**config.mk**
```make
export PLATFORM = sky130hd
export DESIGN_NAME = interval_halving_minimizer_core_flat
export DESIGN_NICKNAME = d
export VERILOG_FILES = /design/src/design/ihm_pkg.sv /design/src/design/ihm_if.sv /design/src/design/ihm_dp.sv /design/src/design/ihm_ctrl.sv /design/src/design/interval_halving_minimizer_core.sv /design/src/flat_wrapper.sv
export SDC_FILE = /design/constraint.sdc
export NUM_CORES = 2
export LEC_CHECK = 0
export ABC_CLOCK_PERIOD_IN_PS = 11700
export BUFFER_PORTS_ARGS = -buffer_cell sky130_fd_sc_hd__clkbuf_2
export CORE_AREA = 2 2 297 299
export DETAILED_ROUTE_END_ITERATION = 10
export DIE_AREA = 0 0 299 301
export SYNTH_ARGS = -nofsm -noshare
export SYNTH_HDL_FRONTEND = slang
export SYNTH_SLANG_ARGS = --single-unit
```
**constraint.sdc**
```tcl
create_clock -name clk -period 11.7 [get_ports clk]
set_clock_uncertainty 0.2 [all_clocks]
set_input_delay 0.585 -clock clk [delete_from_list [all_inputs] [get_ports clk]]
set_output_delay 0.585 -clock clk [all_outputs]
set_load 0.01 [all_outputs]
```
**src/design/ihm_pkg.sv**
```systemverilog
`timescale 1ns / 1ps
// ihm_pkg: shared types, constants and controller/datapath signal groups
package ihm_pkg;

    localparam int COORD_W       = 20;
    localparam int FVAL_W        = 32;
    localparam int TOL_W         = 21;
    localparam int STEP_W        = 6;
    localparam int FRAC_BITS     = 16;
    localparam int MAX_STEPS_DEF = 48;

    localparam logic [TOL_W-1:0] TOL_RESET = TOL_W'(66);

    typedef logic signed [COORD_W-1:0] coord_t;
    typedef logic signed [FVAL_W-1:0]  fval_t;
    typedef logic [TOL_W-1:0]          tol_t;
    typedef logic [STEP_W-1:0]         step_t;

    // which point the shared cubic unit works on
    typedef logic [1:0] sel_t;
    localparam sel_t SEL_X = 2'd0;
    localparam sel_t SEL_Y = 2'd1;
    localparam sel_t SEL_Z = 2'd2;

    typedef struct packed {
        logic load;
        logic mul_sq;
        logic mul_cu;
        logic store;
        logic update;
        logic out_load;
        sel_t sel;
    } ihm_cmd_t;

    typedef struct packed {
        logic more;
    } ihm_stat_t;

endpackage

```
**src/design/ihm_if.sv**
```systemverilog
`timescale 1ns / 1ps
// ihm_if: operand, result and configuration channel interfaces
interface ihm_in_if
    import ihm_pkg::*;
();
    logic   valid;
    logic   ready;
    coord_t left_end;
    coord_t right_end;

    modport source (output valid, output left_end, output right_end, input ready);
    modport sink (input valid, input left_end, input right_end, output ready);
endinterface

interface ihm_out_if
    import ihm_pkg::*;
();
    logic  valid;
    logic  ready;
    coord_t x_min;
    fval_t f_min;
    step_t steps_taken;
    logic  cap_reached;

    modport source (output valid, output x_min, output f_min, output steps_taken,
                    output cap_reached, input ready);
    modport sink (input valid, input x_min, input f_min, input steps_taken,
                  input cap_reached, output ready);
endinterface

interface ihm_cfg_if
    import ihm_pkg::*;
();
    logic valid;
    logic ready;
    tol_t tolerance;

    modport source (output valid, output tolerance, input ready);
    modport sink (input valid, input tolerance, output ready);
endinterface

```
**src/design/ihm_dp.sv**
```systemverilog
`timescale 1ns / 1ps
// ihm_dp: interval registers, shared cubic unit and result registers
module ihm_dp
    import ihm_pkg::*;
#(
    parameter int MAX_STEPS = MAX_STEPS_DEF
)
(
    input  logic      clk,
    input  logic      rst_n,
    input  ihm_cmd_t  cmd,
    output ihm_stat_t stat,
    input  coord_t    left_end,
    input  coord_t    right_end,
    input  logic      cfg_valid,
    input  tol_t      cfg_tolerance,
    output coord_t    x_min,
    output fval_t     f_min,
    output step_t     steps_taken,
    output logic      cap_reached
);

    localparam int PROD_W = 44;
    localparam int SQ_W   = 24;
    localparam int SUM_W  = 34;

    tol_t   tol_reg;
    coord_t a_reg;
    coord_t b_reg;
    coord_t x_reg;
    fval_t  fx_reg;
    fval_t  fy_reg;
    fval_t  fz_reg;
    step_t  k_reg;
    logic signed [PROD_W-1:0] prod_reg;
    logic signed [SQ_W-1:0]   x2_reg;
    coord_t x_min_reg;
    fval_t  f_min_reg;
    step_t  steps_reg;
    logic   cap_reg;

    coord_t lo;
    coord_t hi;
    logic signed [COORD_W:0] mid_sum;
    logic signed [COORD_W:0] len_s;
    tol_t   len;
    tol_t   quarter;
    logic signed [COORD_W:0] y_s;
    logic signed [COORD_W:0] z_s;
    coord_t y_pt;
    coord_t z_pt;
    coord_t opnd;
    logic signed [SQ_W-1:0]   sq_shift;
    logic signed [SQ_W-1:0]   mul_a;
    logic signed [PROD_W-1:0] prod;
    logic signed [SUM_W-1:0]  x3_w;
    logic signed [SUM_W-1:0]  sum_w;
    fval_t  f_val;
    logic   len_gt_tol;

    always_comb
    begin
        if (left_end > right_end)
        begin
            lo = right_end;
            hi = left_end;
        end
        else
        begin
            lo = left_end;
            hi = right_end;
        end
        mid_sum = {lo[COORD_W-1], lo} + {hi[COORD_W-1], hi};
    end

    assign len_s      = {b_reg[COORD_W-1], b_reg} - {a_reg[COORD_W-1], a_reg};
    assign len        = TOL_W'(len_s);
    assign quarter    = len >> 2;
    assign y_s        = {a_reg[COORD_W-1], a_reg} + $signed({1'b0, quarter[COORD_W-1:0]});
    assign z_s        = {b_reg[COORD_W-1], b_reg} - $signed({1'b0, quarter[COORD_W-1:0]});
    assign y_pt       = y_s[COORD_W-1:0];
    assign z_pt       = z_s[COORD_W-1:0];
    assign len_gt_tol = len > tol_reg;
    assign stat.more  = len_gt_tol && (k_reg < STEP_W'(MAX_STEPS));

    always_comb
    begin
        unique case (cmd.sel)
            SEL_Y:   opnd = y_pt;
            SEL_Z:   opnd = z_pt;
            default: opnd = x_reg;
        endcase
    end

    // shared multiplier: square first, then square times operand
    assign sq_shift = SQ_W'(prod_reg >>> FRAC_BITS);
    assign mul_a    = cmd.mul_cu ? sq_shift : SQ_W'(opnd);
    assign prod     = mul_a * opnd;

    always_comb
    begin
        x3_w  = SUM_W'(prod_reg >>> FRAC_BITS);
        sum_w = x3_w + SUM_W'(x2_reg) + (SUM_W'(x2_reg) <<< 1)
                - (SUM_W'(2) <<< FRAC_BITS);
        if (sum_w > SUM_W'(32'sh7FFF_FFFF))
            f_val = 32'sh7FFF_FFFF;
        else if (sum_w < -SUM_W'(33'sh0_8000_0000))
            f_val = 32'sh8000_0000;
        else
            f_val = sum_w[FVAL_W-1:0];
    end

    always_ff @(posedge clk or negedge rst_n)
    begin
        if (!rst_n)
            tol_reg <= TOL_RESET;
        else if (cfg_valid)
            tol_reg <= cfg_tolerance;
    end

    always_ff @(posedge clk)
    begin
        if (cmd.mul_sq || cmd.mul_cu)
            prod_reg <= prod;
        if (cmd.mul_cu)
            x2_reg <= sq_shift;
        if (cmd.load)
        begin
            a_reg <= lo;
            b_reg <= hi;
            x_reg <= mid_sum[COORD_W:1];
            k_reg <= '0;
        end
        else if (cmd.update)
        begin
            if (fy_reg < fx_reg)
            begin
                b_reg  <= x_reg;
                x_reg  <= y_pt;
                fx_reg <= fy_reg;
            end
            else if (fz_reg < fx_reg)
            begin
                a_reg  <= x_reg;
                x_reg  <= z_pt;
                fx_reg <= fz_reg;
            end
            else
            begin
                a_reg <= y_pt;
                b_reg <= z_pt;
            end
            k_reg <= k_reg + STEP_W'(1);
        end
        else if (cmd.store)
        begin
            unique case (cmd.sel)
                SEL_Y:   fy_reg <= f_val;
                SEL_Z:   fz_reg <= f_val;
                default: fx_reg <= f_val;
            endcase
        end
        if (cmd.out_load)
        begin
            x_min_reg <= x_reg;
            f_min_reg <= fx_reg;
            steps_reg <= k_reg;
            cap_reg   <= len_gt_tol;
        end
    end

    assign x_min       = x_min_reg;
    assign f_min       = f_min_reg;
    assign steps_taken = steps_reg;
    assign cap_reached = cap_reg;

endmodule

```
**src/design/ihm_ctrl.sv**
```systemverilog
`timescale 1ns / 1ps
// ihm_ctrl: sequencer for the halving passes and the output handshake
module ihm_ctrl
    import ihm_pkg::*;
(
    input  logic      clk,
    input  logic      rst_n,
    input  logic      in_valid,
    output logic      in_ready,
    output logic      out_valid,
    input  logic      out_ready,
    input  ihm_stat_t stat,
    output ihm_cmd_t  cmd
);

    localparam logic [2:0] ST_IDLE   = 3'd0;
    localparam logic [2:0] ST_SQ     = 3'd1;
    localparam logic [2:0] ST_CU     = 3'd2;
    localparam logic [2:0] ST_FIN    = 3'd3;
    localparam logic [2:0] ST_CHECK  = 3'd4;
    localparam logic [2:0] ST_UPDATE = 3'd5;
    localparam logic [2:0] ST_DONE   = 3'd6;

    logic [2:0] state_reg;
    logic [2:0] state_next;
    sel_t       sel_reg;
    sel_t       sel_next;
    logic       out_valid_reg;
    logic       out_valid_next;
    logic       out_free;

    assign out_free = !out_valid_reg || out_ready;
    assign in_ready = (state_reg == ST_IDLE);
    assign out_valid = out_valid_reg;

    always_comb
    begin
        state_next     = state_reg;
        sel_next       = sel_reg;
        out_valid_next = out_valid_reg && !out_ready;
        cmd            = '0;
        cmd.sel        = sel_reg;
        unique case (state_reg)
            ST_IDLE:
            begin
                if (in_valid)
                begin
                    cmd.load   = 1'b1;
                    sel_next   = SEL_X;
                    state_next = ST_SQ;
                end
            end
            ST_SQ:
            begin
                cmd.mul_sq = 1'b1;
                state_next = ST_CU;
            end
            ST_CU:
            begin
                cmd.mul_cu = 1'b1;
                state_next = ST_FIN;
            end
            ST_FIN:
            begin
                cmd.store = 1'b1;
                unique case (sel_reg)
                    SEL_Y:
                    begin
                        sel_next   = SEL_Z;
                        state_next = ST_SQ;
                    end
                    SEL_Z:   state_next = ST_UPDATE;
                    default: state_next = ST_CHECK;
                endcase
            end
            ST_UPDATE:
            begin
                cmd.update = 1'b1;
                state_next = ST_CHECK;
            end
            ST_CHECK:
            begin
                if (stat.more)
                begin
                    sel_next   = SEL_Y;
                    state_next = ST_SQ;
                end
                else
                    state_next = ST_DONE;
            end
            ST_DONE:
            begin
                if (out_free)
                begin
                    cmd.out_load   = 1'b1;
                    out_valid_next = 1'b1;
                    state_next     = ST_IDLE;
                end
            end
            default: state_next = ST_IDLE;
        endcase
    end

    always_ff @(posedge clk or negedge rst_n)
    begin
        if (!rst_n)
        begin
            state_reg     <= ST_IDLE;
            sel_reg       <= SEL_X;
            out_valid_reg <= 1'b0;
        end
        else
        begin
            state_reg     <= state_next;
            sel_reg       <= sel_next;
            out_valid_reg <= out_valid_next;
        end
    end

endmodule

```
**src/design/interval_halving_minimizer_core.sv**
```systemverilog
`timescale 1ns / 1ps
// interval_halving_minimizer_core: top level of the cubic minimum search
// One item at a time: a search runs N halving passes (N at most MAX_STEPS). Each pass makes
// two cubic evaluations, each a square, a cube and a store step, on the one shared 24x20
// multiplier, plus an update and a stop check.
// A new item is taken as soon as the search has handed its item to the output register,
// so the next search runs while the previous item waits on the result channel.
// Tolerance writes are taken every cycle and count from the next stop check on, including
// one of a search in flight, so they belong between searches.
module interval_halving_minimizer_core
    import ihm_pkg::*;
#(
    parameter int MAX_STEPS = MAX_STEPS_DEF
)
(
    input  logic clk,
    input  logic rst_n,
    ihm_in_if.sink    operands,
    ihm_out_if.source result,
    ihm_cfg_if.sink   cfg
);

    ihm_cmd_t  cmd;
    ihm_stat_t stat;

    assign cfg.ready = 1'b1;

    ihm_ctrl u_ctrl (
        .clk       (clk),
        .rst_n     (rst_n),
        .in_valid  (operands.valid),
        .in_ready  (operands.ready),
        .out_valid (result.valid),
        .out_ready (result.ready),
        .stat      (stat),
        .cmd       (cmd)
    );

    ihm_dp #(
        .MAX_STEPS (MAX_STEPS)
    ) u_dp (
        .clk           (clk),
        .rst_n         (rst_n),
        .cmd           (cmd),
        .stat          (stat),
        .left_end      (operands.left_end),
        .right_end     (operands.right_end),
        .cfg_valid     (cfg.valid),
        .cfg_tolerance (cfg.tolerance),
        .x_min         (result.x_min),
        .f_min         (result.f_min),
        .steps_taken   (result.steps_taken),
        .cap_reached   (result.cap_reached)
    );

endmodule

```
**src/flat_wrapper.sv**
```systemverilog
// flat-port wrapper written by rule: the top's interface ports become plain ports
module interval_halving_minimizer_core_flat import ihm_pkg::*;
#(
    parameter int MAX_STEPS = MAX_STEPS_DEF
)
  (clk, rst_n, operands_valid, operands_left_end, operands_right_end, operands_ready, result_valid, result_x_min, result_f_min, result_steps_taken, result_cap_reached, result_ready, cfg_valid, cfg_tolerance, cfg_ready);
  ihm_in_if operands_i ();
  ihm_out_if result_i ();
  ihm_cfg_if cfg_i ();
  input  logic clk;
  input  logic rst_n;
  input wire logic [$bits(operands_i.valid)-1:0] operands_valid;
  input wire logic [$bits(operands_i.left_end)-1:0] operands_left_end;
  input wire logic [$bits(operands_i.right_end)-1:0] operands_right_end;
  output wire logic [$bits(operands_i.ready)-1:0] operands_ready;
  output wire logic [$bits(result_i.valid)-1:0] result_valid;
  output wire logic [$bits(result_i.x_min)-1:0] result_x_min;
  output wire logic [$bits(result_i.f_min)-1:0] result_f_min;
  output wire logic [$bits(result_i.steps_taken)-1:0] result_steps_taken;
  output wire logic [$bits(result_i.cap_reached)-1:0] result_cap_reached;
  input wire logic [$bits(result_i.ready)-1:0] result_ready;
  input wire logic [$bits(cfg_i.valid)-1:0] cfg_valid;
  input wire logic [$bits(cfg_i.tolerance)-1:0] cfg_tolerance;
  output wire logic [$bits(cfg_i.ready)-1:0] cfg_ready;
  assign operands_i.valid = operands_valid;
  assign operands_i.left_end = operands_left_end;
  assign operands_i.right_end = operands_right_end;
  assign operands_ready = operands_i.ready;
  assign result_valid = result_i.valid;
  assign result_x_min = result_i.x_min;
  assign result_f_min = result_i.f_min;
  assign result_steps_taken = result_i.steps_taken;
  assign result_cap_reached = result_i.cap_reached;
  assign result_i.ready = result_ready;
  assign cfg_i.valid = cfg_valid;
  assign cfg_i.tolerance = cfg_tolerance;
  assign cfg_ready = cfg_i.ready;
  interval_halving_minimizer_core #(.MAX_STEPS(MAX_STEPS)) u_core (.clk(clk), .rst_n(rst_n), .operands(operands_i), .result(result_i), .cfg(cfg_i));
endmodule
```
==> metrics.md <==
| Metric | Value |
|---|---|
| # rows | `108` |
| Clk Latency, worst-skew pair | `0.60 ns` |
| Reg clk slew, reported paths | `0.06 ns` |
| Synthesized flop and latch total | `300` |
| All-Layer GR Usage | `24.66%` |
| Number of synthesized flops with an enable pin | `267` |
| Total CTS buffers | `35` |
| Ys Warns | `0` |
| Hold Path Origin | `cfg_tolerance[18]` |
| Post-DP HPWL | `87.35 mm` |
| Inst Count DP | `5266` |
| Hold Path Stages | `3` |
| CP Data Arrival Time | `11.37 ns` |
| Crit end category | `flip-flop` |
| R2r worst-path depth | `48` |
| Area fraction in compound gates after synthesis | `11.81%` |
| Area growth from synthesis to layout | `13.29%` |
| Status | `complete, no violations` |
| Root buf cell | `clkbuf_16` |
| Synth Area in Simple Gates | `11.55%` |
| Critical R2R Launch | `u_core.u_dp.a_reg[0]` |
| First-pass GRT wire length | `170.9 mm` |
| Hold Fails Final Rpt | `0` |
| Post-DR wirelength/cell | `20.44 um` |
| Antenna violations before repair | `2` |
| Sequential cell area fraction in the yosys report | `23.30%` |
| Vias in the first global route | `29.66k` |
| Finish-stage setup viols | `0` |
| Post-Synth XOR/XNOR Area | `3.171%` |
| Largest family of logic cells by synthesized area | `adder cells` |
| Reg-to-reg slack, setup | `0.43 ns` |
| Tcrit/Tclk final | `96.30%` |
| Chip height | `301 um` |
| Commonest non-fill, non-tap cells in the layout | `inv_1, fa_1, nand2_1, ha_1, nor2_1` |
| Core area | `0.08648 sq mm` |
| Synth Area in Adders | `39.27%` |
| Area after DPL | `0.04089 sq mm` |
| CP delay by family, top | `adder cells` |
| Die width | `299 um` |
| Crit Path Class | `reg -> reg` |
| Synthesized net count | `4880` |
| Top cell type's share of synthesized area | `27.46%` |
| DRT iter0 DRCs | `1806` |
| Starting density of the core | `43.75%` |
| Worst reg2reg endpoint | `u_core.u_dp.prod_reg[42]` |
| Fin cells | `5364` |
| Final WL | `109.6 mm` |
| H-tree levels | `2` |
| Synth area leader | `fa_1` |
| Ports | `128` |
| Post-synth cell types | `94` |
| Final ANT Viol Nets | `0` |
| Full die area | `0.09000 sq mm` |
| Commonest non-fill, non-tap cell in the layout | `inv_1` |
| Worst EP required | `11.81 ns` |
| Slowest cell on the critical path | `fa_2` |
| Mux cell area share after synthesis | `1.941%` |
| Drt via density | `5.334` |
| Clock Path Buffers | `3` |
| First drt pass iteration count | `7` |
| Hold Crit Class | `in -> reg` |
| Mean Syn Cell Area | `9.608 sq um` |
| Clk sink count | `300` |
| Share of cells above drive strength 1 | `13.21%` |
| GRT overflow | `0` |
| Largest net degree at the start of global routing | `78` |
| Via Count | `28.61k` |
| Min Tclk post-route | `11.27 ns` |
| Final net count | `5124` |
| CTS tree | `built` |
| Fin. max-slew vios | `0` |
| Mapped Area | `0.03784 sq mm` |
| DRC | `0` |
| CP Launch Type | `flip-flop` |
| Post-Layout Inst Area | `0.04286 sq mm` |
| Max incr delay on CP | `0.61 ns` |
| Crit path buf inv count | `8` |
| Slew HR | `34.82%` |
| Hold Path Sink | `u_core.u_dp.tol_reg[18]` |
| Tightest Pin Transition | `0.9675 ns` |
| Number of cells produced by synthesis | `3938` |
| FFs w/ async S/R, synth | `9.000%` |
| Port Buffers | `126` |
| Max-cap violations | `0` |
| Max Freq | `88.75 MHz` |
| Placer Congestion | `0.9910` |
| Synth Flop Type | `edfxtp_1` |
| Worst Path Max Fanout | `7` |
| Setup TNS | `0 ns` |
| Top post-synthesis cells by area | `fa_1, edfxtp_1, ha_1` |
-- routing by layer --
| layer | part of all wire (%) | track usage [%] |
|---|---|---|
| met1 | 43 | 33.06 |
| met5 | 0 | 0 |
| met3 | 5.9 | 3.081 |
| met4 | 3.1 | 7.500 |
| met2 | 48 | 41.83 |
-- synth_stat cells, drive strengths merged, types with 5 or more instances --
library cell,instances
o21ai,160
nand2,399
nand3,28
nor2,326
and2,34
buf,40
a21oi,194
mux2i,61
dfrtp,25
nor3,36
o211ai,13
nand4,31
o22ai,5
a31o,6
a22oi,5
a21boi,15
o21a,37
a211oi,59
o221ai,5
fa,519
nor2b,36
a31oi,19
nand2b,46
dfxtp,6
inv,738
o21bai,20
xor2,40
mux2,11
and3,14
o31a,8
nor4,6
xnor2,97
a211o,9
ha,357
a221oi,8
o311a,5
or2,8
clkbuf,102
or3,14
a21o,66
edfxtp,267
a2bb2oi,7
-- layout make-up --
cell class,instances,area (sq um)
Fill cell,8188,43620
Clock inverter,20,274.0
Tap cell,1155,1445
Antenna cell,1,2.502
Timing Repair Buffer,349,2444
Multi-Input combinational cell,2758,26160
Inverter,738,2775
Sequential cell,300,8816
Clock buffer,43,945.9
-- logic make-up (layout without fill, tap and decap cells) --
| logic type | Yosys count | count (layout) |
|---|---|---|
| DFF | 300 | 300 |
| xor gates and xnor gates | 137 | 137 |
| and+or+nand+nor | 994 | 994 |
| adders and majority gates | 876 | 876 |
| other | 1 | 2 |
| buffers and inverters | 880 | 1150 |
| muxes | 72 | 72 |
| AOI/OAI and AO/OA | 678 | 678 |
-- stage by stage --
stage	util [%]	setup WS (ns)	hold slack, ns
6_report	49.56	0.4330	0.02709
4_1_cts	48.76	0.006866	0.001634
2_1_floorplan	-	0.3196	0.08941
3_5_place_dp	47.28	-0.3528	0.2346
3_3_place_gp	47.28	-0.2037	0.2326
5_1_grt	49.56	-0.07929	0.03279
-- how the worst max path moves through the flow --
stage | startpoint | endpoint | depth (start not counted)
3_3_place_gp | u_core.u_dp.a_reg[0] | u_core.u_dp.prod_reg[42] | 47
3_5_place_dp | u_core.u_dp.a_reg[0] | u_core.u_dp.prod_reg[42] | 47
5_1_grt | u_core.u_dp.a_reg[0] | u_core.u_dp.prod_reg[42] | 47
4_1_cts | u_core.u_dp.a_reg[0] | u_core.u_dp.prod_reg[43] | 46
6_report | u_core.u_dp.a_reg[0] | u_core.u_dp.prod_reg[42] | 48
2_1_floorplan | u_core.u_dp.a_reg[0] | u_core.u_dp.prod_reg[43] | 46
-- worst min-delay path, cell delays in order --
cell and delay, ns:
clkbuf_2 0.07, nand2_1 0.04, o21ai_0 0.06
-- repair_timing --
action / in CTS / in global routing
gates cloned: 0 / 1
endpoints found under the setup margin: 15 / 23
pin swaps: 1 / 70
gates resized for setup: 7 / 105
setup buffers: 2 / 30
endpoints found under the hold margin: 25 / 0
hold buffers: 1 / 0
Power is not shown: default switching activity piles up to over one toggle a cycle in this logic, so the estimate is an artifact.
